--- config.mk ---
export PLATFORM = sky130hd
export DESIGN_NAME = chss_orient
export DESIGN_NICKNAME = d
export VERILOG_FILES = /design/src/chss_pkg.sv /design/src/chss_orient.sv
export SDC_FILE = /design/constraint.sdc
export NUM_CORES = 2
export LEC_CHECK = 0
export BUFFER_PORTS_ARGS = -buffer_cell sky130_fd_sc_hd__buf_2
export CORE_MARGIN = 4
export CORE_UTILIZATION = 62
export CTS_BUF_LIST = sky130_fd_sc_hd__clkbuf_16
export DETAILED_ROUTE_END_ITERATION = 8
export PLACE_DENSITY_LB_ADDON = 0.2
export SYNTH_ARGS = -nofsm -noshare
export SYNTH_HDL_FRONTEND = slang
export SYNTH_SLANG_ARGS = --single-unit
--- constraint.sdc ---
create_clock -name clk -period 21.3 [get_ports clk]
set_input_delay 4.26 -clock clk [delete_from_list [all_inputs] [get_ports clk]]
set_output_delay 4.26 -clock clk [all_outputs]
set_load 0.02 [all_outputs]
--- src/chss_pkg.sv ---
`default_nettype none

package chss_pkg;

  // Defaults for the top-level parameters
  localparam int MAX_POINTS_DEF = 64;
  localparam int COORD_BITS_DEF = 31;

  // Fixed port widths
  localparam int PORT_W = 31;
  localparam int CNT_W  = 7;

  // Microprogram counter width
  localparam int PC_W = 5;

  // Datapath operations
  localparam logic [3:0] OP_NONE     = 4'd0;
  localparam logic [3:0] OP_ACCEPT   = 4'd1;
  localparam logic [3:0] OP_DIFF     = 4'd2;
  localparam logic [3:0] OP_MUL1     = 4'd3;
  localparam logic [3:0] OP_MUL2     = 4'd4;
  localparam logic [3:0] OP_POP      = 4'd5;
  localparam logic [3:0] OP_LOADU    = 4'd6;
  localparam logic [3:0] OP_PUSH     = 4'd7;
  localparam logic [3:0] OP_SAVE_L   = 4'd8;
  localparam logic [3:0] OP_LOAD_OUT = 4'd9;
  localparam logic [3:0] OP_CLEAR    = 4'd10;

  // Jump conditions
  localparam logic [3:0] C_NEXT     = 4'd0;
  localparam logic [3:0] C_ALWAYS   = 4'd1;
  localparam logic [3:0] C_NO_REQ   = 4'd2;
  localparam logic [3:0] C_SKIP     = 4'd3;
  localparam logic [3:0] C_NO_SCAN  = 4'd4;
  localparam logic [3:0] C_LEFT     = 4'd5;
  localparam logic [3:0] C_NOT_FIN  = 4'd6;
  localparam logic [3:0] C_NO_CLOSE = 4'd7;
  localparam logic [3:0] C_LT2      = 4'd8;
  localparam logic [3:0] C_DONE     = 4'd9;
  localparam logic [3:0] C_OUT_BUSY = 4'd10;

  // Determinant operand triples
  localparam logic [1:0] DS_P = 2'd0;  // (under-top, top, new point)
  localparam logic [1:0] DS_F = 2'd1;  // (under-top, top, first)
  localparam logic [1:0] DS_L = 2'd2;  // (saved top, first, second)

  // Program labels
  localparam logic [PC_W-1:0] S_IDLE = PC_W'(0);
  localparam logic [PC_W-1:0] S_SCAN = PC_W'(2);
  localparam logic [PC_W-1:0] S_PUSH = PC_W'(8);
  localparam logic [PC_W-1:0] S_TAIL = PC_W'(9);
  localparam logic [PC_W-1:0] S_EMIT = PC_W'(21);
  localparam logic [PC_W-1:0] S_LOAD = PC_W'(22);
  localparam logic [PC_W-1:0] S_END  = PC_W'(24);

  typedef struct packed {
    logic [3:0]      op;
    logic [3:0]      cond;
    logic [PC_W-1:0] target;
    logic [1:0]      dsel;
    logic            rd_idx;   // stack read address: 1 = emit index, 0 = depth-3
  } ctl_word_t;

  // Orientation unit controls
  typedef struct packed {
    logic diff;
    logic mul_lo;
    logic mul_hi;
  } orient_ctl_t;

  function automatic ctl_word_t cw(input logic [3:0] op, input logic [3:0] cond,
                                   input logic [PC_W-1:0] target,
                                   input logic [1:0] dsel, input logic rd_idx);
    ctl_word_t w;
    w.op     = op;
    w.cond   = cond;
    w.target = target;
    w.dsel   = dsel;
    w.rd_idx = rd_idx;
    return w;
  endfunction

  // Control store
  function automatic ctl_word_t ucode(input logic [PC_W-1:0] pc);
    ctl_word_t w;
    unique case (pc)
      // take a point
      PC_W'(0):  w = cw(OP_ACCEPT,   C_NO_REQ,   S_IDLE, DS_P, 1'b0);
      PC_W'(1):  w = cw(OP_NONE,     C_SKIP,     S_TAIL, DS_P, 1'b0);
      // pop loop
      PC_W'(2):  w = cw(OP_DIFF,     C_NO_SCAN,  S_PUSH, DS_P, 1'b0);
      PC_W'(3):  w = cw(OP_MUL1,     C_NEXT,     S_IDLE, DS_P, 1'b0);
      PC_W'(4):  w = cw(OP_MUL2,     C_NEXT,     S_IDLE, DS_P, 1'b0);
      PC_W'(5):  w = cw(OP_NONE,     C_LEFT,     S_PUSH, DS_P, 1'b0);
      PC_W'(6):  w = cw(OP_POP,      C_NEXT,     S_IDLE, DS_P, 1'b0);
      PC_W'(7):  w = cw(OP_LOADU,    C_ALWAYS,   S_SCAN, DS_P, 1'b0);
      PC_W'(8):  w = cw(OP_PUSH,     C_NEXT,     S_IDLE, DS_P, 1'b0);
      PC_W'(9):  w = cw(OP_NONE,     C_NOT_FIN,  S_IDLE, DS_P, 1'b0);
      // closing checks
      PC_W'(10): w = cw(OP_SAVE_L,   C_NO_CLOSE, S_EMIT, DS_F, 1'b0);
      PC_W'(11): w = cw(OP_DIFF,     C_LT2,      S_EMIT, DS_F, 1'b0);
      PC_W'(12): w = cw(OP_MUL1,     C_NEXT,     S_IDLE, DS_F, 1'b0);
      PC_W'(13): w = cw(OP_MUL2,     C_NEXT,     S_IDLE, DS_F, 1'b0);
      PC_W'(14): w = cw(OP_NONE,     C_LEFT,     S_EMIT, DS_F, 1'b0);
      PC_W'(15): w = cw(OP_POP,      C_NEXT,     S_IDLE, DS_F, 1'b0);
      PC_W'(16): w = cw(OP_DIFF,     C_LT2,      S_EMIT, DS_L, 1'b0);
      PC_W'(17): w = cw(OP_MUL1,     C_NEXT,     S_IDLE, DS_L, 1'b0);
      PC_W'(18): w = cw(OP_MUL2,     C_NEXT,     S_IDLE, DS_L, 1'b0);
      PC_W'(19): w = cw(OP_NONE,     C_LEFT,     S_EMIT, DS_L, 1'b0);
      PC_W'(20): w = cw(OP_POP,      C_NEXT,     S_IDLE, DS_L, 1'b0);
      // emit bottom to top
      PC_W'(21): w = cw(OP_NONE,     C_DONE,     S_END,  DS_P, 1'b1);
      PC_W'(22): w = cw(OP_LOAD_OUT, C_OUT_BUSY, S_LOAD, DS_P, 1'b1);
      PC_W'(23): w = cw(OP_NONE,     C_ALWAYS,   S_EMIT, DS_P, 1'b1);
      PC_W'(24): w = cw(OP_CLEAR,    C_ALWAYS,   S_IDLE, DS_P, 1'b0);
      default:   w = cw(OP_NONE,     C_ALWAYS,   S_IDLE, DS_P, 1'b0);
    endcase
    return w;
  endfunction

endpackage

`default_nettype wire

--- src/chss_orient.sv ---
`default_nettype none

// Orientation test: (bx-ax)*(cy-ay) > (by-ay)*(cx-ax), one shared multiplier.
module chss_orient #(
  parameter int COORD_BITS = chss_pkg::COORD_BITS_DEF
) (
  input  wire logic                         clk,
  input  wire chss_pkg::orient_ctl_t        ctl,
  input  wire logic signed [COORD_BITS-1:0] ax,
  input  wire logic signed [COORD_BITS-1:0] ay,
  input  wire logic signed [COORD_BITS-1:0] bx,
  input  wire logic signed [COORD_BITS-1:0] by,
  input  wire logic signed [COORD_BITS-1:0] cx,
  input  wire logic signed [COORD_BITS-1:0] cy,
  output logic                              left
);

  localparam int DW = COORD_BITS + 1;
  localparam int PW = 2 * DW;

  logic signed [DW-1:0] d1x, d1y, d2x, d2y;
  logic signed [DW-1:0] mul_a, mul_b;
  logic signed [PW-1:0] prod;
  logic signed [PW-1:0] lhs, rhs;

  // Differences registered ahead of the multiplier
  always_ff @(posedge clk) begin
    if (ctl.diff) begin
      d1x <= DW'(bx) - DW'(ax);
      d1y <= DW'(by) - DW'(ay);
      d2x <= DW'(cx) - DW'(ax);
      d2y <= DW'(cy) - DW'(ay);
    end
  end

  // Shared multiplier, one product per step
  assign mul_a = ctl.mul_hi ? d1y : d1x;
  assign mul_b = ctl.mul_hi ? d2x : d2y;
  assign prod  = PW'(mul_a) * PW'(mul_b);

  always_ff @(posedge clk) begin
    if (ctl.mul_lo) begin
      lhs <= prod;
    end
    if (ctl.mul_hi) begin
      rhs <= prod;
    end
  end

  assign left = lhs > rhs;

endmodule

`default_nettype wire

==> results.ini <==
[clock_network]
cts_tree = done
cts_buffers = 29
worstSkewPairLatency_ps = 640
cts_sinks = 256
cts_setup_buffers = 0
clockBufferDepth = 3
htreeDepth = 1
hold_buffers = 0
clk_pin_slew_worst_paths_ps = 60
post_cts_resized = 0
cts-root-buf = clkbuf_16

[logic_synthesis]
synth-edff-count = 256
synth_nets = 6923
synthArstFlopShare = 0
syn_inst = 5275
avgSynthCellArea_um2 = 9.710
yosysUniqueCellTypes = 70
synth_ff_type = edfxtp_1
yosysWarnings = 0
ys_seq_area_frac = 0.1501
synth_seq_cells = 256
netlist_area_mm2 = 0.05122

[floorplan]
chipWidth_um = 295.4
coreArea_mm2 = 0.08198
die_h_um = 295.4
die-area_mm2 = 0.08727
io_pins = 191
rows = 105
floorplan.initialDensity = 0.6248

[job]
cap_violations = 0

[setup_path]
crit_path_end_kind = register
arrival_ps = 14730
crit_path_max_fanout = 53
cp.required_ps = 21650
critPathLaunchType = input pin
max_stage_delay_ps = 900
path_class = input pin to register
cp_slowest_cell = fa_1
crit_path_frequent_cell = fa_1
rrSetupSlack_ps = 11950

[sta]
post-route-period-util = 0.6750
fin_skew_ps = 32.30
final.min_clock_period_ps = 14380
finalSetupViolCount = 0
hold_violations = 0
rsz0062_at_grt = false
slew_viol_final = 0
setup-tns-final_ps = 0
slew_headroom = 0.2033
layout_setup_ws_ps = 6923
fmax_mhz = 69.56
worst_pin_slew_ps = 1172

[final_layout]
antenna_cells = 0
area_delta_synth_final_pct = 6.188
nNetsFinal = 7028
drive_gt1_frac = 0.07756
fillCellCount = 6569
final_util = 0.6634

[drt]
drtIter0Drc = 3089
viasPerCell = 5.915
finalWirelength_um = 146300
drc = 0
drtPass1Iterations = 6
detail_route.wl_per_cell_um = 22.61
ant_nets = 0
num_vias = 38281

[global_routing]
overflow = 0
grt_max_degree = 78
grt_usage = 0.3483
grt_pass1_vias = 41360
grt_pass1_wl_um = 230400
antenna_found_initial = 1

[min_path]
hp-class = register to register

[placement]
place.gp.congestion = 0.9869
io_buffers = 190
place_ws_ps = 6460
dp_hpwl_um = 117800

[outcome]
status = finished, final reports clean

worst max-delay path: cells and delay by family:
family	cells	cell delay, ps
simple gates	2	370
fa+ha+maj	9	4790
mux	1	620
buf+inv	10	2900
compound gates	7	1510
cells in the mapped netlist (5+ instances only):
cell type | count | share of area
o21a_1 | 45 | 0.0066
clkbuf_1 | 166 | 0.012
nand3_1 | 34 | 0.0033
nor4_1 | 8 | 0.00098
nor2b_1 | 32 | 0.0039
edfxtp_1 | 256 | 0.15
xor2_1 | 40 | 0.0068
and4_1 | 5 | 0.00085
inv_1 | 1123 | 0.082
nand2b_1 | 25 | 0.0031
nor2_1 | 619 | 0.045
o211ai_1 | 21 | 0.0031
a221oi_1 | 9 | 0.0015
a21o_1 | 99 | 0.015
and3_1 | 19 | 0.0023
nor3_1 | 30 | 0.0029
a211oi_1 | 22 | 0.0032
nand2_1 | 582 | 0.043
ha_1 | 372 | 0.091
or2_2 | 5 | 0.00061
a31oi_1 | 12 | 0.0015
a2111oi_0 | 5 | 0.00085
or3_1 | 8 | 0.00098
nand4_1 | 28 | 0.0034
buf_1 | 11 | 0.00081
o21bai_1 | 20 | 0.0029
a21oi_1 | 154 | 0.015
mux2i_1 | 61 | 0.012
a21boi_0 | 7 | 0.0010
o22ai_1 | 6 | 0.00073
fa_1 | 1086 | 0.42
o21ai_0 | 89 | 0.0087
xnor2_1 | 127 | 0.022
mux2_2 | 61 | 0.013
o31ai_1 | 8 | 0.0012
a31o_2 | 8 | 0.0014
and2_1 | 20 | 0.0024
sequential cells by signal, indices dropped and copies added, names as in the netlist:
register	cells
rhs	64
d1y	32
d2y	32
d1x	32
d2x	32
lhs	64
cells by family after synthesis:
| group | share of synthesized area |
|---|---|
| mux | 0.02533 |
| xor+xnor | 0.02856 |
| compound gates | 0.07092 |
| buf+inv | 0.09537 |
| fa+ha+maj | 0.5154 |
| simple gates | 0.1144 |
| flops | 0.1501 |
through the flow:
| stage | instance area [µm²] | hold WS [ps] | instances |
|---|---|---|---|
| after global routing | 54390 | 1035 | 6472 |
| after floorplan | 51220 | 652.7 | 5275 |
| after detailed placement | 53510 | 985.5 | 6419 |
| final | 54390 | 1000 | 6472 |
| after global placement | 53510 | 970.0 | 6419 |
| after CTS | 54390 | 995.9 | 6472 |
layer usage:
layer	vias to the layer above	share of wire	global-route usage
met5	-	0.000062	0
met4	2	0.074	0.1955
met3	587	0.10	0.07933
met2	2059	0.46	0.5684
met1	19157	0.36	0.4336
li1	16476	-	-
path summary, 6_finish.rpt:
path,startpoint,to,cells past startpoint
setup reg to reg,d1y[10]$_DFFE_PP_,lhs[42]$_DFFE_PP_,25
hold reg to reg,d1x[0]$_DFFE_PP_,rhs[0]$_DFFE_PP_,3
hold / removal,d1x[0]$_DFFE_PP_,rhs[0]$_DFFE_PP_,3
setup / recovery,ctl[0],rhs[63]$_DFFE_PP_,29
cell type report:
type                    count  area (µm²)  area share
multi-input cells        3718       38840      0.7142
flip-flops and latches    256        7687      0.1413
inverters                1123        4215     0.07751
repair buffers            252        1429     0.02627
well taps                1070        1339     0.02462
clock buffers              29       725.7     0.01334
clock inverters            24       150.1    0.002761
cells in the final DEF, fill, tap and decap left out, drive strengths merged, types with 8 or more instances in the layout:
master and count:
a211oi 22, a21o 99, a21oi 154, a221oi 10
a31o 8, a31oi 13, and2 21, and3 19
buf 252, clkbuf 29, clkinv 15, edfxtp 256
fa 1086, ha 372, inv 1130, mux2 61
mux2i 61, nand2 583, nand2b 25, nand3 34
nand4 28, nor2 619, nor2b 32, nor3 30
nor4 8, o211ai 21, o21a 45, o21ai 91
o21bai 20, o31ai 8, or3 8, xnor2 127
xor2 40
Power is left out: the tool's default activity adds up to more than one toggle a clock period on the data nets, which glitch-free logic cannot reach.
